`src/hw/rtl/srcd_sqrt_cell.sv`:
```
// ----------------------------------------------------------------------------
// srcd_sqrt_cell
// One digit step of the integer square root: two radicand bits per cell.
// ----------------------------------------------------------------------------
module srcd_sqrt_cell #(
  parameter int XW = 8,
  parameter int SW = 1
) (
  input  logic             clk,
  input  logic             rst,
  input  logic             en,
  input  logic             vld_i,
  input  logic [XW/2:0]    rem_i,
  input  logic [XW-1:0]    x_i,
  input  logic [XW/2-1:0]  root_i,
  input  logic [SW-1:0]    side_i,
  output logic             vld_o,
  output logic [XW/2:0]    rem_o,
  output logic [XW-1:0]    x_o,
  output logic [XW/2-1:0]  root_o,
  output logic [SW-1:0]    side_o
);

  localparam int RW = XW / 2;

  logic [RW+2:0] t;
  logic [RW+2:0] trial;
  logic [RW+2:0] diff;
  logic          ge;

  assign t     = {rem_i, x_i[XW-1:XW-2]};
  assign trial = {1'b0, root_i, 2'b01};
  assign diff  = t - trial;
  assign ge    = t >= trial;

  always_ff @(posedge clk) begin
    if (rst) begin
      vld_o <= 1'b0;
    end else if (en) begin
      vld_o <= vld_i;
    end
  end

  always_ff @(posedge clk) begin
    if (en) begin
      rem_o  <= ge ? diff[RW:0] : t[RW:0];
      x_o    <= {x_i[XW-3:0], 2'b00};
      root_o <= {root_i[RW-2:0], ge};
      side_o <= side_i;
    end
  end

endmodule

```
`src/hw/rtl/srcd_sqrt_chain.sv`:
```
// ----------------------------------------------------------------------------
// srcd_sqrt_chain
// Row of square root cells, one root bit per cell, with side data in step.
// ----------------------------------------------------------------------------
module srcd_sqrt_chain #(
  parameter int XW = 8,
  parameter int SW = 1
) (
  input  logic            clk,
  input  logic            rst,
  input  logic            en,
  input  logic            in_vld,
  input  logic [XW-1:0]   in_x,
  input  logic [SW-1:0]   in_side,
  output logic            out_vld,
  output logic [XW/2-1:0] out_root,
  output logic [SW-1:0]   out_side
);

  localparam int RW = XW / 2;

  logic [RW:0]         vld_a;
  logic [RW:0][RW:0]   rem_a;
  logic [RW:0][XW-1:0] x_a;
  logic [RW:0][RW-1:0] root_a;
  logic [RW:0][SW-1:0] side_a;

  assign vld_a[0]  = in_vld;
  assign rem_a[0]  = '0;
  assign x_a[0]    = in_x;
  assign root_a[0] = '0;
  assign side_a[0] = in_side;

  for (genvar k = 0; k < RW; k++) begin : g_cell
    srcd_sqrt_cell #(.XW(XW), .SW(SW)) u_cell (
      .clk    (clk),
      .rst    (rst),
      .en     (en),
      .vld_i  (vld_a[k]),
      .rem_i  (rem_a[k]),
      .x_i    (x_a[k]),
      .root_i (root_a[k]),
      .side_i (side_a[k]),
      .vld_o  (vld_a[k+1]),
      .rem_o  (rem_a[k+1]),
      .x_o    (x_a[k+1]),
      .root_o (root_a[k+1]),
      .side_o (side_a[k+1])
    );
  end

  assign out_vld  = vld_a[RW];
  assign out_root = root_a[RW];
  assign out_side = side_a[RW];

endmodule

```
`config.mk`:
```
export PLATFORM = sky130hd
export DESIGN_NAME = srcd_sqrt_chain
export DESIGN_NICKNAME = d
export VERILOG_FILES = /design/src/hw/rtl/srcd_sqrt_cell.sv /design/src/hw/rtl/srcd_sqrt_chain.sv
export SDC_FILE = /design/constraint.sdc
export NUM_CORES = 1
export LEC_CHECK = 0
export BUFFER_PORTS_ARGS = -buffer_cell sky130_fd_sc_hd__buf_2
export CAP_MARGIN = 20
export CORE_ASPECT_RATIO = 1.4
export CORE_MARGIN = 8
export CORE_UTILIZATION = 40
export CTS_CLUSTER_DIAMETER = 80
export DETAILED_ROUTE_END_ITERATION = 7
export PLACE_DENSITY = 0.65
export SYNTH_ARGS = -nofsm -noshare
export SYNTH_HDL_FRONTEND = slang
export SYNTH_SLANG_ARGS = --single-unit
```
`constraint.sdc`:
```
create_clock -name clk -period 2.3 [get_ports clk]
set_input_delay 0 -clock clk [delete_from_list [all_inputs] [get_ports clk]]
set_output_delay 0 -clock clk [all_outputs]
set_load 0.02 [all_outputs]
```
# ---- Word-level counts from Yosys, hierarchy flattened
# Index checks and enable logic that the tools add are counted.
dict set report totals {
  ff_bits 43
  inputBits 13
}
dict set report classes {
  add_sub_neg 3
  order_cmp 4
  n_mux 3
}
# operator count
set ops {}
lappend ops {{two-way mux 5 bit} 2}
lappend ops {{>= comparator 7 x 3 -> 1 bit} 1}
lappend ops {{>= comparator 7 x 4 -> 1 bit} 1}
lappend ops {{>= comparator 7 x 5 -> 1 bit} 1}
lappend ops {{subtractor 5 x 3 -> 5 bit} 1}
lappend ops {{subtractor 5 x 4 -> 5 bit} 1}
lappend ops {{subtractor 2 x 1 -> 3 bit, second input constant} 1}
lappend ops {{>= comparator 2 x 1 -> 1 bit, second input constant} 1}
lappend ops {{two-way mux 2 bit} 1}

# ---- Logic depth before layout (Yosys ltp)
# Gate-level depths: netlist (run 1).
dict set report depth {
  word_depth 2
  ltp_mapped 6
}

# ---- Cells and area by module
# From an unflattened synthesis (run 1), not the netlist that was laid out.
dict set report hier_totals {
  hier_cells 221
  hier_area_um2 3216.8
}
# mod instances cells_per_inst area_each_um2
set by_module_without_submodules {}
lappend by_module_without_submodules {srcd_sqrt_cell 4 55 803.3}
lappend by_module_without_submodules {srcd_sqrt_chain 1 1 3.8}

# ---- Worst setup path before layout (run 1)
# OpenSTA, ideal clock, no wires.
dict set report synth_timing {
  path_kind {register to register}
  start {register g_cell[1].u_cell.rem_o[1]}
  end {register g_cell[2].u_cell.rem_o[2], data pin}
  arrival_time_ps 1581
  setup_slack_ps 459
  path_stages_with_launch 6
  path_buffers 0
  period_less_slack_ps 1841
  path_cell_list {edfxtp_1 ha_1 or4_4 a31oi_4 nand2_4 mux2_4}
}
dict set report synth_via {
  elab_chain_len 2
}
# item line_no
set synth_lines {}
lappend synth_lines {{start, declared} srcd_sqrt_cell.sv:18} ;# output logic [XW/2:0] rem_o,
lappend synth_lines {{start signal, assigned} srcd_sqrt_cell.sv:46} ;# rem_o <= ge ? diff[RW:0] : t[RW:0];
lappend synth_lines {{>= comparator 7 x 4 -> 1 bit} srcd_sqrt_cell.sv:34} ;# assign ge = t >= trial;
lappend synth_lines {{net g_cell[2].u_cell.ge} srcd_sqrt_cell.sv:29} ;# logic ge;
lappend synth_lines {{two-way mux 5 bit} srcd_sqrt_cell.sv:46}
lappend synth_lines {{end signal, assigned} srcd_sqrt_cell.sv:46}
lappend synth_lines {{end, declared} srcd_sqrt_cell.sv:18}
# The timed path passes the listed nets, and every way through them passes these cells.
# A chain may end at the register's enable or synchronous reset.

# ---- Final worst setup path (run 1)
# Ends and elaborated chain as after synthesis.

==> metrics.md, run 1 <==
| Metric | Value |
|---|---|
| Outcome | finished, final reports clean |
| Fraction of final layout cells sized beyond drive strength 1 | 21.3% |
| Clk sink count | 43 |
| Buffers plus inverters on the worst setup path | 0 |
| Maximum number of pins on one net before global-route repair | 44 |
| Number of standard-cell rows in the floorplan | 29 |
| Post-synthesis average cell area | 14.9 um^2 |
| Final wirelength | 2580 um |
| Buffers on Ports | 18 |
| Clock tree from TritonCTS | built |
| Library cell used as clock root buffer | sky130_fd_sc_hd__clkbuf_8 |
| Type of the worst setup path | register to register |
| Type of the most critical hold path | primary input to register |
| Synth Cell Area | 0.00182 mm^2 |
| # DRC | 0 |
| Drt via density | 4.62 |
| Initial antenna violation count | 0 |
| Worst-margin pin slew | ~530 ps |
| Final HPWL from detailed placement | 1790 um |
| Layout Skew | 7.23 ps |
| Clock Path Buffers | 2 |
| Vertical extent of the die | about 96 um |
| Final TNS setup | 0 ps |
| Number of synthesized flops with an enable pin | 39 |
| Cell class contributing the biggest share of worst-path delay | simple AND/OR/NAND/NOR gates |
| Diodes inserted | 0 |
| Net count, final | 182 |
| Cell Chain, Critical Path | ha_1 -> or4_4 -> a31oi_4 -> nand2_4 -> mux2_4 |
| Final critical-path share of the clock period | 83.5% |
| RSZ-0062 raised after global routing | false |
| Count of cell types in the netlist | 34 |
| Clock latency at the later pin of the worst-skew pair | 300 ps |
| Required time at the endpoint of the critical path | 2360 ps |
| Total overflow reported by the global router | 0 |
| Area share of the largest cell type after synthesis | approximately 64% |
| Number of CTS-inserted buffers | 5 |
| Relative max-transition margin | 64.6% |
| Filler Cells Inserted | 391 |
| FFs w/ async S/R, synth | 0% |
| Synthesis Warnings | 0 |
| Delay of the slowest critical-path stage | 440 ps |
| Peak supply drop | 0.476 mV |
| Area used by multi-input combinational logic | 524 um^2 |
| Final setup viols | 0 |
| Count of non-filler cells in the finished layout | ~220 |
| Nature of the critical path endpoint | register |
| Post-route antenna net violation count | 0 |
| FMAX | approximately 520 MHz |
| Number of nets in the synthesized netlist | 145 |
| Total Routing Usage GR | 8.44% |
| Placed instance count | 202 |
| Area grow syn2layout | 21.5% |
| Leakage power | 0.873 nW |
| Fin crit period | ~1900 ps |
| Post-synthesis cell count | roughly 120 |
| Area of the placeable core | 0.00446 mm^2 |
| CTS HTree Levels | 2 |
| Area leader, netlist | sky130_fd_sc_hd__edfxtp_1 |
| Starting density of the core | 40.7% |
| Most numerous cell types in the synthesized netlist | sky130_fd_sc_hd__edfxtp_1, sky130_fd_sc_hd__ha_1, sky130_fd_sc_hd__inv_1 |
| Total of max-cap violations | 0 |
| Drt wl/cell | 11.6 um |
| Total number of vias | 1026 |
| Number of slew-limit violations in the final report | 0 |
| Wire length of the first global-routing pass | 4440 um |
| Gp weighted congestion | 0.814 |
| Main synth FF type | sky130_fd_sc_hd__edfxtp_1 |
| Vias in the first global route | between 1000 and 1500 |
| Clock input transition at the sequential cells of the worst setup and hold paths | 80 ps |
| Total area of sequential cells | approximately 0.0013 mm^2 |
| Largest cells by area after synthesis | sky130_fd_sc_hd__edfxtp_1, sky130_fd_sc_hd__ha_1, sky130_fd_sc_hd__dfxtp_1 |
| Number of optimization iterations in the first detailed-route pass | 3 |
| # IOs | 19 |
| Flop2flop setup slack | 380 ps |
| Cell area power density | approximately 760 mW/mm^2 |
| Critical Path Start Type | register |
| Die span in x | 73.0 um |
| Critical-path maximum fanout | 4 |
| Arr. time, crit path | 1980 ps |
| DRC violation total after the first TritonRoute iteration | 44 |
| Hold Violations, Final | 0 |
| Post-synthesis register bit count | 43 |
| Slowest cell on crit path | sky130_fd_sc_hd__or4_4 |
| Floorplan die area | 0.00698 mm^2 |
| Most common cell in the synthesized netlist | sky130_fd_sc_hd__edfxtp_1 |
| Sequential-to-total area share from yosys stat | 68.9% |
==> metal layers <==
layer  GRT usage [%]  vias up  part of all wire, %
met4            5.53        0                  3.2
met5               0        -                    0
met3            3.34        7                  5.8
met1            6.93      478                   36
li1                -      516                    -
met2            16.0       25                   55
==> power breakdown <==
part	internal, mW	total (mW)	switching, mW
registers	0.931	0.956	0.0242
clock network	0.245	0.502	0.257
logic	0.101	0.212	0.111
==> cell families after synthesis <==
kind of cell    count (synthesis)  synth area share, %
buf+inv                        11                 2.27
compound gates                 17                 6.68
mux                             7                 4.13
xor+xnor                        3                 1.45
fa+ha+maj                      10                 6.89
simple gates                   30                 9.51
other cells                     1                0.206
flops                          43                 68.9
==> final cells by class <==
class                      instances  area share [%]
inverter                          10            1.70
sequential                        43            56.7
tap                               62            3.51
clock buffer                       6            3.74
multi-input combinational         68            23.8
timing repair buffer              31            9.86
clock inverter                     2           0.737
==> cells in the final DEF, fill, tap and decap left out, drive strengths merged, types with 2 or more instances in the layout <==
cell type and count:
buf 19, xnor2 3, or4 2, nor2b 4, edfxtp 39, or2 2
dlygate4sd3 12, a211oi 3, nand3 2, nor2 8, o21ai 6, nand2b 2
inv 10, mux2i 6, a21oi 4, clkbuf 6, nand2 3, ha 10
dfxtp 4, nor3 2
==> through the flow <==
step / worst slack (ps) / utilization (%) / total power, mW / hold slack (ps) / cell area, um^2
floorplan: 459 / - / 1.11 / 72.4 / 1820
global placement: 432 / 44.5 / 1.16 / 177 / 1990
detailed placement: 367 / 44.5 / 1.17 / 179 / 1990
CTS: 358 / 49.5 / 1.69 / 317 / 2210
global route: 314 / 49.5 / 1.74 / 344 / 2210
finish: 380 / 49.5 / 1.67 / 316 / 2210
==> flip-flops by register name, summed over array words and instances (netlist names) <==
register / cells
g_cell.u_cell.x_o: 12
g_cell.u_cell.root_o: 10
g_cell.u_cell.rem_o: 13
g_cell.u_cell.vld_o: 4
g_cell.u_cell.side_o: 4
==> worst reg2reg max path, delay by kind of cell, from the launching register on <==
family	cells	cell delay, ps
fa+ha+maj	1	220
compound gates	1	220
mux	1	310
flops	1	400
simple gates	2	540
==> repair_timing <==
item,CTS,global route
resized for setup,0,0
hold buffers,12,0
hold endpoints to repair,13,0
setup buffers,0,0
==> path summary, 6_finish.rpt <==
path | from | endpoint | cells after the start
max | g_cell[1].u_cell.rem_o[1] | g_cell[2].u_cell.rem_o[2] | 5
min | en | g_cell[0].u_cell.root_o[0] | 2
min reg2reg | g_cell[0].u_cell.x_o[2] | g_cell[1].u_cell.x_o[4] | 0
max reg2reg | g_cell[1].u_cell.rem_o[1] | g_cell[2].u_cell.rem_o[2] | 5
(Power assumes the default switching activity.)
==> run 2: changes to the inputs <==
==> constraint.sdc (replaced) <==
create_clock -name clk -period 1.77 [get_ports clk]
set_input_delay 0 -clock clk [delete_from_list [all_inputs] [get_ports clk]]
set_output_delay 0 -clock clk [all_outputs]
set_load 0.02 [all_outputs]
==> metrics.md, run 2 (same netlist as run 1, synthesis figures left out) <==
| Metric | Value |
|---|---|
| Starting density of the core | ~41% |
| Floorplan die area | roughly 0.007 mm^2 |
| # IOs | 19 |
| Final wirelength | 2660 um |
| Diodes inserted | 0 |
| Most frequent cells in the layout | sky130_fd_sc_hd__edfxtp_1, sky130_fd_sc_hd__buf_2, sky130_fd_sc_hd__dlygate4sd3_1 |
| Leakage power | around 0.91 nW |
| FMAX | 539 MHz |
| Int Pwr | 1.63 mW |
| R2r endpoint | g_cell[2].u_cell.rem_o[2] |
| Gp weighted congestion | ~0.8 |
| Hold path cells | 1 |
| Combinational group share of total power | 14.6% |
| Final TNS setup | -200 ps |
| DRC violation total after the first TritonRoute iteration | between 60 and 70 |
| Total Routing Usage GR | between 8 and 9% |
| Flop2flop setup slack | -90 ps |
| Net Sw Frac | 22.6% |
| Die span in x | between 70 and 80 um |
| Number of slew-limit violations in the final report | 0 |
| Sequential group share of total power | about three fifths |
| Nature of the critical path endpoint | register |
| Area of the placeable core | 0.00446 mm^2 |
| Total area of sequential cells | 0.00125 mm^2 |
| Total number of vias | 1063 |
| Wire length of the first global-routing pass | 4450 um |
| Initial antenna violation count | 0 |
| Hold Path End | g_cell[0].u_cell.side_o |
| Number of CTS-inserted buffers | 5 |
| Cell class contributing the biggest share of worst-path delay | simple AND/OR/NAND/NOR gates |
| Filler Cells Inserted | 392 |
| Area grow syn2layout | 25.2% |
| Buffers plus inverters on the worst setup path | 1 |
| Number of optimization iterations in the first detailed-route pass | 2 |
| Clk sink count | 43 |
| Peak supply drop | 0.624 mV |
| Drt wl/cell | between 10 and 15 um |
| Clock latency at the later pin of the worst-skew pair | 290 ps |
| Type of the worst setup path | register to register |
| RSZ-0062 raised after global routing | true |
| Slowest cell on crit path | sky130_fd_sc_hd__or4_4 |
| Cell area power density | 926 mW/mm^2 |
| Area used by multi-input combinational logic | between 500 and 600 um^2 |
| Clock Path Buffers | 2 |
| Vertical extent of the die | around 96 um |
| Drt via density | between 4 and 5 |
| Total overflow reported by the global router | 0 |
| Number of standard-cell rows in the floorplan | 29 |
| Cell area after layout | 0.00227 mm^2 |
| Failing checks | setup timing |
| Fin crit period | 1860 ps |
| Post-Place Worst Slack | -76.2 ps |
| Hold Violations, Final | 0 |
| Startpoint of the most critical hold path | en |
| Max FFs per register | 13 |
| Sw power | 0.476 mW |
| Critical Path Start Type | register |
| Final Core Density | ~50% |
| Final HPWL from detailed placement | 1910 um |
| Power share of the clock group | about a quarter |
| CTS HTree Levels | 2 |
| Startpoint of the lowest-slack register-to-register path | g_cell[1].u_cell.root_o[1] |
| Registers with the highest flip-flop counts | g_cell.u_cell.rem_o: 13 flops, g_cell.u_cell.x_o: 12 flops, g_cell.u_cell.root_o: 10 flops |
| # DRC | 0 |
| Delay of the slowest critical-path stage | 420 ps |
| Placement Cell Area | slightly above 0.002 mm^2 |
| Required time at the endpoint of the critical path | 1810 ps |
| Buffers on Ports | 18 |
| Fraction of final layout cells sized beyond drive strength 1 | 26.3% |
| Length in cells of the worst reg-to-reg path | 6 |
| Maximum number of pins on one net before global-route repair | 28 |
| Type of the most critical hold path | primary input to register |
| Critical-path maximum fanout | 3 |
| Library cell used as clock root buffer | sky130_fd_sc_hd__clkbuf_8 |
| Outcome | complete, but fails checks |
| Least setup slack across all paths after layout | -85.4 ps |
| Total of max-cap violations | 0 |
| Cell Chain, Critical Path | inv_1 -> ha_2 -> or4_4 -> a31oi_4 -> nand2_4 -> mux2_4 |
| Net count, final | 190 |
| Post-route antenna net violation count | 0 |
| Layout Skew | 8.67 ps |
| Clock tree from TritonCTS | built |
| Vias in the first global route | 1092 |
| Register name with the most flops | g_cell.u_cell.rem_o |
| Fin Hold WS | ~170 ps |
| Clock input transition at the sequential cells of the worst setup and hold paths | 80 ps |
| Final setup viols | 4 |
| Arr. time, crit path | between 1500 and 2000 ps |
| Most common cell after layout, fill and taps aside | sky130_fd_sc_hd__edfxtp_1 |
| Final critical-path share of the clock period | 105% |
==> run 2: power groups by stage <==
stage | Clock, mW | Sequential [mW] | Combinational (mW)
final | 0.557 | 1.24 | 0.308
after floorplan | 0 | 1.27 | 0.175
after detailed placement | 0 | 1.27 | 0.275
after CTS | 0.585 | 1.24 | 0.299
after global routing | 0.624 | 1.25 | 0.343
after global placement | 0 | 1.26 | 0.264
==> run 2: repair_timing <==
item	in CTS	in global routing
endpoints found under the hold margin	13	0
resized for setup	0	3
setup endpoints to repair	5	10
buffers inserted	1	3
hold buffers	12	0
==> run 2: worst max-delay path by stage <==
stage,start,end,slack [ps],cells past startpoint
floorplan,g_cell[1].u_cell.rem_o[1],g_cell[2].u_cell.rem_o[2],-50,5
global placement,g_cell[1].u_cell.rem_o[1],g_cell[2].u_cell.rem_o[2],-40,5
detailed placement,g_cell[1].u_cell.rem_o[1],g_cell[2].u_cell.rem_o[2],-80,5
CTS,g_cell[1].u_cell.root_o[1],g_cell[2].u_cell.rem_o[2],-80,6
global route,g_cell[1].u_cell.root_o[1],g_cell[2].u_cell.rem_o[2],-130,6
finish,g_cell[1].u_cell.root_o[1],g_cell[2].u_cell.rem_o[2],-90,6
==> run 2: stage by stage <==
step	power, mW	cells
6_report	2.11	229
5_1_grt	2.22	229
4_1_cts	2.13	226
3_5_place_dp	1.54	206
3_3_place_gp	1.52	206
2_1_floorplan	1.44	122
==> run 2: per-layer routing <==
layer / vias to the layer above / GRT usage [%] / wire length [um]
li1: 534 / - / -
met1: 499 / 6.60 / 976
met2: 26 / 16.4 / 1530
met3: 4 / 3.55 / 127
met4: 0 / 4.69 / 33
met5: - / 0 / 0
==> run 2: cell type report <==
class,instances,area share [%]
repair buffers,39,12.8
flip-flops and latches,43,55.0
multi-input cells,68,23.8
inverters,10,1.65
clock inverters,2,0.385
clock buffers,5,3.03
well taps,62,3.41
==> run 2: worst reg2reg max path, stage by stage (launching register included) <==
cell,delay (ps)
sky130_fd_sc_hd__edfxtp_1,370
sky130_fd_sc_hd__inv_1,50
sky130_fd_sc_hd__ha_2,180
sky130_fd_sc_hd__or4_4,420
sky130_fd_sc_hd__a31oi_4,230
sky130_fd_sc_hd__nand2_4,70
sky130_fd_sc_hd__mux2_4,290
