--- src/hw/rtl/srcd_div_cell.sv ---
// ----------------------------------------------------------------------------
// srcd_div_cell
// One restoring division step: shift in a dividend bit, compare, subtract.
// ----------------------------------------------------------------------------
module srcd_div_cell #(
  parameter int NW = 8,
  parameter int DW = 8,
  parameter int SW = 1
) (
  input  logic          clk,
  input  logic          rst,
  input  logic          en,
  input  logic          vld_i,
  input  logic [DW-1:0] rem_i,
  input  logic [NW-1:0] num_i,
  input  logic [NW-1:0] quo_i,
  input  logic [DW-1:0] den_i,
  input  logic [SW-1:0] side_i,
  output logic          vld_o,
  output logic [DW-1:0] rem_o,
  output logic [NW-1:0] num_o,
  output logic [NW-1:0] quo_o,
  output logic [DW-1:0] den_o,
  output logic [SW-1:0] side_o
);

  logic [DW:0] t;
  logic [DW:0] diff;
  logic        ge;

  assign t    = {rem_i, num_i[NW-1]};
  assign diff = t - {1'b0, den_i};
  assign ge   = t >= {1'b0, den_i};

  always_ff @(posedge clk) begin
    if (rst) begin
      vld_o <= 1'b0;
    end else if (en) begin
      vld_o <= vld_i;
    end
  end

  always_ff @(posedge clk) begin
    if (en) begin
      rem_o  <= ge ? diff[DW-1:0] : t[DW-1:0];
      num_o  <= {num_i[NW-2:0], 1'b0};
      quo_o  <= {quo_i[NW-2:0], ge};
      den_o  <= den_i;
      side_o <= side_i;
    end
  end

endmodule

--- src/hw/rtl/srcd_div_chain.sv ---
// ----------------------------------------------------------------------------
// srcd_div_chain
// Row of division cells, one quotient bit per cell, with side data in step.
// ----------------------------------------------------------------------------
module srcd_div_chain #(
  parameter int NW = 8,
  parameter int DW = 8,
  parameter int SW = 1
) (
  input  logic          clk,
  input  logic          rst,
  input  logic          en,
  input  logic          in_vld,
  input  logic [NW-1:0] in_num,
  input  logic [DW-1:0] in_den,
  input  logic [SW-1:0] in_side,
  output logic          out_vld,
  output logic [NW-1:0] out_quo,
  output logic [SW-1:0] out_side
);

  logic [NW:0]         vld_a;
  logic [NW:0][DW-1:0] rem_a;
  logic [NW:0][NW-1:0] num_a;
  logic [NW:0][NW-1:0] quo_a;
  logic [NW:0][DW-1:0] den_a;
  logic [NW:0][SW-1:0] side_a;

  assign vld_a[0]  = in_vld;
  assign rem_a[0]  = '0;
  assign num_a[0]  = in_num;
  assign quo_a[0]  = '0;
  assign den_a[0]  = in_den;
  assign side_a[0] = in_side;

  for (genvar k = 0; k < NW; k++) begin : g_cell
    srcd_div_cell #(.NW(NW), .DW(DW), .SW(SW)) u_cell (
      .clk    (clk),
      .rst    (rst),
      .en     (en),
      .vld_i  (vld_a[k]),
      .rem_i  (rem_a[k]),
      .num_i  (num_a[k]),
      .quo_i  (quo_a[k]),
      .den_i  (den_a[k]),
      .side_i (side_a[k]),
      .vld_o  (vld_a[k+1]),
      .rem_o  (rem_a[k+1]),
      .num_o  (num_a[k+1]),
      .quo_o  (quo_a[k+1]),
      .den_o  (den_a[k+1]),
      .side_o (side_a[k+1])
    );
  end

  assign out_vld  = vld_a[NW];
  assign out_quo  = quo_a[NW];
  assign out_side = side_a[NW];

endmodule

--- config.mk ---
export PLATFORM = sky130hd
export DESIGN_NAME = srcd_div_chain
export DESIGN_NICKNAME = d
export VERILOG_FILES = /design/src/hw/rtl/srcd_div_cell.sv /design/src/hw/rtl/srcd_div_chain.sv
export SDC_FILE = /design/constraint.sdc
export NUM_CORES = 1
export LEC_CHECK = 0
export BUFFER_PORTS_ARGS = -buffer_cell sky130_fd_sc_hd__buf_2
export CORE_ASPECT_RATIO = 2
export CORE_MARGIN = 2
export CORE_UTILIZATION = 61
export DETAILED_ROUTE_END_ITERATION = 6
export PLACE_DENSITY_LB_ADDON = 0.3
export SKIP_CTS_REPAIR_TIMING = 1
export SYNTH_ARGS = -nofsm -noshare
export SYNTH_HDL_FRONTEND = slang
export SYNTH_SLANG_ARGS = --single-unit
--- constraint.sdc ---
create_clock -name clk -period 4.06 [get_ports clk]
set_input_delay 1.218 -clock clk [delete_from_list [all_inputs] [get_ports clk]]
set_output_delay 1.218 -clock clk [all_outputs]
set_load 0.02 [all_outputs]
# == Word-level counts from Yosys, hierarchy flattened ==
# Index checks and enable logic that the tools add are counted.
# word_totals
register_bits,192
in_bits,21
out_inout_bits,10
word_cells,68
# classes
addsub,7
magnitude_cmp,8
mux,7
# op_table
operator,n
9-bit by 8-bit >= comparator with 1-bit output,7
8-bit two-way mux,6
8-bit subtractor,6
1-bit by 8-bit >= comparator with 1-bit output,1
1-bit by 8-bit subtractor with 8-bit output,1
1-bit two-way mux,1

# == Depth between registers and ports, before layout ==
# Gate-level depths: netlist of the first run.
# logic_depth
depth_word,2
mapped_depth,9
depth_no_buf,9

# == Modules after synthesis ==
# From an unflattened synthesis of the first run, not the netlist that was laid out.
# unflattened
hier_cells,837
area_unflattened_um2,12255.5
# modules_own_cells
module,n_inst,cells_per_inst,area_per_inst_um2,seq_area_each_um2
srcd_div_cell (g_cell[2].u_cell ...),5,105,1525.2,980.9
srcd_div_cell (g_cell[0].u_cell ...),2,103,1545.2,980.9
srcd_div_cell (g_cell[5].u_cell),1,105,1535.2,980.9
srcd_div_chain,1,1,3.8,0.0

# == Least setup slack after synthesis of the first run ==
# No wires, ideal clock.
# synth_timing
path_kind,input port to flip-flop
startpoint,in in_num[7]
endpoint,"reg g_cell[0].u_cell.rem_o[0], data pin"
setup_time_ns,0.264
arrival_ns,2.357
t_required_ns,3.796
slack_ns,1.438
cell_stages,9
n_path_buf,1
cell_sequence,inv_1 > ha_1 > inv_1 > ha_1 > a21oi_1 > or3_1 > clkbuf_1 > nand2_1 > o21ai_0
# synth_between
elab_chain_cells,2
word_cells_on_any_way,3
cone_classes,add/sub (1); order compare (1); mux (1)
# synth_rtl
element,line_no,text
from (decl),srcd_div_chain.sv:14,"input logic [NW-1:0] in_num,"
1-bit by 8-bit subtractor with 8-bit output or 1-bit by 8-bit >= comparator with 1-bit output (tied branches),"srcd_div_cell.sv:32, srcd_div_cell.sv:33",
1-bit two-way mux (*),srcd_div_cell.sv:45,rem_o <= ge ? diff[DW-1:0] : t[DW-1:0];
to (signal assigned),srcd_div_cell.sv:45,
to (decl),srcd_div_cell.sv:20,"output logic [DW-1:0] rem_o,"
# Every way passes the cells marked *; elsewhere a longest branch is shown, timed or not.
# A chain may end at the register's enable or synchronous reset.

# == Worst setup path in the final report of the first run ==
# layout_timing
startpoint,reg g_cell[0].u_cell.rem_o[5]
endpoint,"reg g_cell[1].u_cell.rem_o[6], data pin"
# layout_between
elab_chain_cells,2
word_cells_on_any_way,3
cone_classes,add/sub (1); order compare (1); mux (1)
# layout_rtl
element,line_no
8-bit subtractor or 9-bit by 8-bit >= comparator with 1-bit output (tied branches),"srcd_div_cell.sv:32, srcd_div_cell.sv:33"
8-bit two-way mux (*),srcd_div_cell.sv:45
to (signal assigned),srcd_div_cell.sv:45
to (decl),srcd_div_cell.sv:20
# Marks and branches as above.

==> metrics, run 1 <==
outcome finished, final reports clean; EDFF count, synth 184; max frequency 0.382 GHz; final antenna-violating net count 0; hold path endpoint g_cell[5].u_cell.quo_o[1]; async set-reset flop share out of synthesis 0%; worst path buffer plus inverter count 0; Worst-path clk slew 0.07 ns; Slowest cell on crit path o21a_1; area of the core 0.0148 mm²; max incr delay on CP 0.58 ns; DR vias/cell 5.75; most frequent cells in the layout 184 x edfxtp_1, 81 x inv_1, 58 x ha_1, 33 x nor2_1; Reg2Reg Launch Point g_cell[0].u_cell.rem_o[5]; max_cap viols 0; post-synthesis cell count 649; Synth Warn # 0; DRC 0; R2R setup slack 1.44 ns; Placed Area 0.00960 mm²; Final Non-Filler Cells 895; Antenna Cells 0; Clock Skews 0.0119 ns; clock root buffer clkbuf_16; input/output buffers 30; Hold Vio Cnt, Final 0; vias in the first global route 5348; worst reg2reg endpoint g_cell[1].u_cell.rem_o[6]; Crit path required time 4.24 ns; WP data arrival 2.80 ns; DIE HEIGHT 178 µm; Num CTS Buffers 17; Least-Margin Pin Slew 0.627 ns; placed insts 863; gpl congestion 0.937; crit path cell chain ha_1, a21o_1, a2111oi_2, o21a_1, mux2_4; Die Width 91.1 µm; Clock Latency Late Sink 0.44 ns; reg2reg path depth 5; Top Family by Delay on Critical Path compound AO/OA/AOI/OAI gates; Distinct cells, synth 50; Initial Util 62.4%; post-synthesis sequential element count 192; max-slew violations 0; final layout net count 772; Final Cell Area 0.0102 mm²; Routed Wire Length 15300 µm; Final Critical Period 2.62 ns; commonest non-fill, non-tap cell in the layout edfxtp_1; Setup TNS 0 ns; final core occ 68.9%; hold_ws 0.414 ns; PwrDens 601 mW/mm²; Hold Path Class reg2reg; Clock Tree Buf Depth 2; area grow syn2layout 10.4%; detailed placement HPWL 11100 µm; routed length per instance 17.1 µm; RSZ-0062 raised after global routing no; CP Max Fanout 9; crit start category flip-flop; via count of the routed design 5143; Overflow after GRT 0; Max VDD drop 0.369 mV; CP Class reg2reg; largest net degree at the start of global routing 75; H-tree depth 4; P_leak 0.00414 µW; initial drt markers 219; Main synth FF type edfxtp_1; layout cell share with drive strength beyond 1 16.0%; Synth Cell Area 0.00925 mm²; Syn Area/Cell 14.3 µm²; first-pass GRT wire length 24600 µm; total track usage 20.0%; Slew HR 58.2%; Final setup viols 0; Min-Delay Startpoint g_cell[4].u_cell.quo_o[0]; Pre-Repair DR Iteration Count 4; die area 0.0162 mm²; hold path depth 0; CTS tree yes; Synth Net Count 734; final period utilization 64.5%; num rows 63; register area share after synthesis 61.5%; total I/O pin count 31; clk sinks 192; CP endpoint kind flip-flop; initial antenna violation count 0
worst max-delay path by stage:
stage,to,startpoint,cells past startpoint
after global routing,g_cell[5].u_cell.rem_o[4],g_cell[4].u_cell.den_o[6],6
after CTS,g_cell[2].u_cell.rem_o[2],g_cell[1].u_cell.rem_o[5],5
after floorplan,g_cell[0].u_cell.rem_o[0],in_num[7],9
after global placement,g_cell[0].u_cell.rem_o[0],in_num[7],9
final,g_cell[1].u_cell.rem_o[6],g_cell[0].u_cell.rem_o[5],5
after detailed placement,g_cell[0].u_cell.rem_o[0],in_num[7],9
worst register-to-register path: stages (launching register included):
cell and delay (ns):
edfxtp_1 0.43, ha_1 0.37, a21o_1 0.26, a2111oi_2 0.37, o21a_1 0.58, mux2_4 0.35
registers in the layout (all words and copies together) (netlist names):
name                  flops
g_cell.u_cell.side_o      8
g_cell.u_cell.rem_o      56
g_cell.u_cell.vld_o       8
g_cell.u_cell.num_o      28
g_cell.u_cell.den_o      56
g_cell.u_cell.quo_o      36
per-stage QoR:
step           total power, µW  setup slack (ns)
2_1_floorplan             4080              1.44
3_3_place_gp              4350              1.32
3_5_place_dp              4460              1.15
4_1_cts                   6170              1.46
5_1_grt                   6440              1.34
6_report                  6130              1.44
kinds of logic after synthesis:
family / count (synthesis) / synth area share, %
AOI/OAI and AO/OA: 109 / 9.32
xor gates and xnor gates: 22 / 2.08
adders and majority gates: 64 / 9.15
buffers and inverters: 94 / 4.29
DFF: 192 / 61.5
muxes: 54 / 7.49
and+or+nand+nor: 114 / 6.20
per-layer routing:
| metal | track usage (%) | vias to the layer above | part of all wire, % |
|---|---|---|---|
| met2 | 41.3 | 100 | 61 |
| met1 | 16.8 | 2509 | 32 |
| li1 | - | 2492 | - |
| met3 | 3.55 | 42 | 2.3 |
| met5 | 0 | - | 0 |
| met4 | 11.9 | 0 | 3.8 |
Yosys cell counts, drive strengths merged, types with 11 or more instances:
cell type | number | area share [%]
a21oi | 17 | 0.96
nand3 | 13 | 0.70
xnor2 | 19 | 1.8
inv | 81 | 3.3
buf | 11 | 0.92
mux2 | 35 | 5.4
a211oi | 11 | 1.1
nand2 | 11 | 0.45
mux2i | 19 | 2.1
nor2 | 34 | 1.5
o21ai | 14 | 0.80
ha | 58 | 7.8
a21o | 21 | 1.8
nor3 | 20 | 1.1
edfxtp | 184 | 60
power by group:
group | switching (µW) | leakage (µW) | internal (µW)
combinational | 876 | 0.00199 | 861
clock | 736 | 0.000289 | 980
sequential | 122 | 0.00185 | 2560
total | 1730 | 0.00414 | 4400
layout make-up:
cell class	count	area (µm²)
clock buffers	18	429
clock inverters	14	181
fillers	1051	4610
inverters	81	304
multi-input cells	363	3170
flip-flops and latches	192	5690
well taps	195	244
repair buffers	32	196
(Power assumes the default switching activity.)
==> inputs of run 2 (changes only) <==
Settings changed: CORE_UTILIZATION 61 to 56.
Clock period 4.06 ns to 2.3 ns, I/O delays scaled along.
==> metrics, run 2 (same netlist as run 1, synthesis figures left out) <==
outcome finished, final reports clean; total track usage 19.5% (-0.48 points); Final Critical Period 2.26 ns (-0.355 ns); area grow syn2layout 17.9%; crit start category flip-flop; max_cap viols 0 (unchanged); Worst-path clk slew 0.07 ns (about the same); initial antenna violation count 0 (unchanged); Clock Tree Buf Depth 2 (unchanged); Die Width 94.9 µm (+4.2%); total I/O pin count 31 (unchanged); most used routing layer met2; Total Power 11300 µW (+84%); clk sinks 192 (unchanged); detailed placement HPWL 12100 µm (+8.6%); largest net degree at the start of global routing 52 (-31%); Top Family by Delay on Critical Path compound AO/OA/AOI/OAI gates; final layout net count 822 (+6.5%); crit path cell chain inv_1, ha_1, nand2b_4, a211oi_4, nor2_1, o21a_1, buf_12, mux2_4; first-pass GRT wire length 25400 µm (+3.5%); Num CTS Buffers 17 (unchanged); Clock Skews 0.00866 ns (-0.00326 ns); CP endpoint kind flip-flop; Antenna Cells 0 (unchanged); CP Max Fanout 8 (-1); CTS tree yes; initial drt markers 193 (-12%); worst path buffer plus inverter count 2 (+2); max frequency 0.442 GHz (+16%); Slew HR 65.7% (+7.6 points); CP Class reg2reg; Max VDD drop 0.596 mV (+61%); global-route track usage on met3 3.12% (-0.43 points); Slowest cell on crit path edfxtp_1; vias in the first global route 5749 (+7.5%); Least-Margin Pin Slew 0.508 ns (-0.119 ns); via count of the routed design 5410 (+5.2%); WP data arrival 2.44 ns (-0.36 ns); Final setup viols 0 (unchanged); gpl congestion 0.947 (+0.99%); GR Layer Usage met2 41.0% (-0.33 points); H-tree depth 4 (unchanged); Overflow after GRT 0 (unchanged); layout cell share with drive strength beyond 1 26.9% (+11 points); P_leak 0.00440 µW (+6.3%); DIE HEIGHT 186 µm (+4.3%); final antenna-violating net count 0 (unchanged); met1 Resource Use GR 15.2% (-1.6 points); max incr delay on CP 0.37 ns (-0.21 ns); area of the core 0.0162 mm² (+9.2%); Clock Latency Late Sink 0.43 ns (about the same); most frequent cells in the layout 184 x edfxtp_1, 78 x inv_1, 45 x buf_4, 43 x ha_1, 32 x nor2_1; Pre-Repair DR Iteration Count 4 (unchanged); final period utilization 98.4% (+34 points); top flop regs g_cell.u_cell.den_o: 56 flops, g_cell.u_cell.rem_o: 56 flops, g_cell.u_cell.quo_o: 36 flops; DR vias/cell 5.67 (-1.3%); num rows 66 (+4.8%); routed length per instance 17.8 µm (+4.3%); commonest non-fill, non-tap cell in the layout edfxtp_1; PwrDens 1040 mW/mm² (+72%); Setup WS pre-CTS -0.0585 ns (-1.21 ns); Initial Util 57.1% (-5.3 points); Crit path required time 2.48 ns (-1.76 ns); Routed Wire Length 17000 µm (+11%); DRC 0 (unchanged); post-route setup slack 0.0368 ns (-1.40 ns); clock root buffer clkbuf_16; Hold Path Class reg2reg; Hold Vio Cnt, Final 0 (unchanged); input/output buffers 30 (unchanged); max-slew violations 0 (unchanged); die area 0.0176 mm² (+8.6%)
## run 2: layout make-up
class,count,area (µm²)
Sequential cell,192,5690
Fill cell,1141,5280
Multi-Input combinational cell,363,3450
Timing Repair Buffer,82,634
Clock buffer,17,425
Inverter,81,304
Tap cell,204,255
Clock inverter,15,151
## run 2: per-layer routing
layer	wire [µm]	part of all wire, %
met2	10700	63
met4	712	4.2
met3	343	2.0
met5	0	0
met1	5230	31
## run 2: where the power goes
group	internal [µW]	total (µW)	switching, µW	leakage (µW)
clock	1530	2870	1340	0.000278
combinational	1920	3660	1740	0.00227
sequential	4520	4760	249	0.00185
## run 2: worst paths after layout
kind | startpoint | to | slack [ns] | cells past startpoint
worst max register to register | g_cell[1].u_cell.den_o[1] | g_cell[2].u_cell.rem_o[4] | 0.04 | 8
worst min-delay path | g_cell[4].u_cell.num_o[6] | g_cell[5].u_cell.num_o[7] | 0.42 | 0
worst min register to register | g_cell[4].u_cell.num_o[6] | g_cell[5].u_cell.num_o[7] | 0.42 | 0
worst max-delay path | g_cell[1].u_cell.den_o[1] | g_cell[2].u_cell.rem_o[4] | 0.04 | 8
## run 2: through the flow
stage / TNS (ns) / utilization [%] / hold slack [ns] / instance area [µm²] / std cells
global route: -0.359 / 67.4 / 0.412 / 10900 / 954
floorplan: 0 / - / 0.400 / 9250 / 649
global placement: 0 / 61.3 / 0.400 / 9920 / 905
CTS: -1.47 / 64.8 / 0.407 / 10500 / 937
finish: 0 / 67.4 / 0.416 / 10900 / 954
detailed placement: -0.608 / 61.3 / 0.405 / 9920 / 905
==> inputs of run 3 (changes only) <==
Settings changed: CORE_UTILIZATION 56 to 58, SYNTH_HIERARCHICAL from default to 1.
==> metrics, run 3 <==
die area 0.0179 mm² (+1.4%); clock share of power 25.7% (+0.3 points); CP Max Fanout 9 (+1); initial drt markers 251 (+30%); hold path depth 0 (unchanged); top flop regs g_cell.u_cell/den_o: 56 flops, g_cell.u_cell/rem_o: 56 flops, g_cell.u_cell/quo_o: 36 flops; CTS tree yes; input/output buffers 30 (unchanged); Num CTS Buffers 17 (unchanged); failing checks setup timing; Die Width 95.5 µm (+0.70%); area grow syn2layout 17.3%; num rows 67 (+1.5%); Pre-Repair DR Iteration Count 5 (+1); DIE HEIGHT 187 µm (+0.72%); Cell Int Power 8620 µW (+8.2%); Clock Skews 0.00922 ns (+0.000561 ns); Overflow after GRT 0 (unchanged); area of the core 0.0166 mm² (+2.6%); CP endpoint kind flip-flop; Setup WS pre-CTS -0.344 ns (-0.285 ns); WP data arrival 2.50 ns (+0.06 ns); Setup TNS -0.0721 ns (-0.0721 ns); DRC 0 (unchanged); final period utilization 101% (+2.5 points); crit start category flip-flop; Final setup viols 6 (+6); Placed Area 0.0106 mm² (+7.1%); post-synthesis cell count 711 (+9.6%); Clock Tree Buf Depth 2 (unchanged); Psw 3770 µW (+13%); Clock Latency Late Sink 0.43 ns (about the same); RSZ-0062 raised after global routing yes; initial antenna violation count 0 (unchanged); vias in the first global route 5860 (+1.9%); max_cap viols 0 (unchanged); reg2reg path depth 8 (unchanged); total I/O pin count 31 (unchanged); P_leak 0.00468 µW (+6.3%); Final Non-Filler Cells 1049 (+10%); final layout net count 921 (+12%); max frequency 0.431 GHz (-2.4%); CP Class reg2reg; Routed Wire Length 17200 µm (+1.3%); clock root buffer clkbuf_16; Synth Cell Area 0.00972 mm² (+5.1%); post-route setup slack -0.0198 ns (-0.0566 ns); Crit path required time 2.48 ns (about the same); total track usage 20.5% (+0.99 points); clk sinks 192 (unchanged); first-pass GRT wire length 28300 µm (+11%); Max VDD drop 0.582 mV (-2.4%); max-slew violations 0 (unchanged); switching part of the total 30.5% (+0.98 points); via count of the routed design 5793 (+7.1%); routed length per instance 16.4 µm (-7.9%); Antenna Cells 0 (unchanged); Hold Vio Cnt, Final 0 (unchanged); Final Critical Period 2.32 ns (+0.0566 ns); gpl congestion 0.867 (-8.4%); Hold Path Class reg2reg; PwrDens 1090 mW/mm² (+4.9%); combinational share of power 34.6% (+2.2 points); Worst-path clk slew 0.07 ns (about the same); Synth Warn # 6 (+6); Flop pwr share 39.8% (-2.4 points); Syn Area/Cell 13.7 µm² (-4.1%); most frequent cells in the layout 184 x edfxtp_1, 98 x inv_1, 66 x buf_4, 56 x ha_1, 32 x nor2_1; placed insts 1010 (+12%); DR vias/cell 5.52 (-2.6%); layout cell share with drive strength beyond 1 26.6% (-0.33 points); detailed placement HPWL 12400 µm (+2.5%); largest net degree at the start of global routing 39 (-25%); outcome complete, but fails checks; Final Cell Area 0.0114 mm² (+4.5%); Initial Util 58.6% (+1.4 points); commonest non-fill, non-tap cell in the layout edfxtp_1; Least-Margin Pin Slew 0.570 ns (+0.0617 ns); final antenna-violating net count 0 (unchanged); final core occ 68.7% (+1.3 points); Slew HR 61.6% (-4.2 points); H-tree depth 4 (unchanged)
[run 3: cell count changes in the layout (fill, tap and decap cells not counted), moves of 7 or more]
cell and delta:
nand2_1 +7, o21ai_0 +12, buf_4 +21, a21oi_2 +11, mux2_2 +24, inv_1 +20, ha_1 +13, mux2_4 -17
conb_1 +15
[run 3: per-layer routing]
metal / track usage, % / up-vias / share of wire, %
met4: 6.37 / 0 / 1.7
met1: 26.7 / 2804 / 44
met5: 0 / - / 0
met2: 34.1 / 102 / 51
li1: - / 2867 / -
met3: 4.27 / 20 / 2.9
[run 3: layout make-up]
class / instances / area [µm²]
clock buffers: 17 / 425
inverters: 98 / 368
flip-flops and latches: 192 / 5690
clock inverters: 15 / 218
multi-input cells: 419 / 3690
well taps: 207 / 259
fillers: 1167 / 5200
repair buffers: 101 / 754
[run 3: worst paths after layout]
| kind | to | from | slack, ns |
|---|---|---|---|
| min reg2reg | g_cell[3].u_cell/num_o[6] | g_cell[2].u_cell/num_o[5] | 0.42 |
| min | g_cell[3].u_cell/num_o[6] | g_cell[2].u_cell/num_o[5] | 0.42 |
| max reg2reg | g_cell[1].u_cell/rem_o[5] | g_cell[0].u_cell/den_o[1] | -0.02 |
| max | g_cell[1].u_cell/rem_o[5] | g_cell[0].u_cell/den_o[1] | -0.02 |
[run 3: power by group through the flow]
stage | clock network (µW) | registers [µW] | logic (µW)
after floorplan | 0 | 4890 | 3110
after global placement | 0 | 4970 | 3910
after detailed placement | 0 | 5000 | 4100
after CTS | 3250 | 4930 | 4160
after global routing | 3390 | 4980 | 4710
final | 3180 | 4930 | 4280
[run 3: stage by stage]
| step | hold slack [ns] | power, µW |
|---|---|---|
| after floorplan | 0.400 | 8000 |
| after global placement | 0.401 | 8870 |
| after detailed placement | 0.405 | 9090 |
| after CTS | 0.409 | 12300 |
| after global routing | 0.392 | 13100 |
| final | 0.419 | 12400 |
[run 3: worst max-delay path, cell delays in order (launching register included)]
cell	delay [ns]
edfxtp_1	0.45
inv_1	0.12
ha_4	0.28
nand2b_1	0.10
a211oi_2	0.34
nor2_1	0.11
o21a_1	0.22
buf_12	0.15
mux2_4	0.29
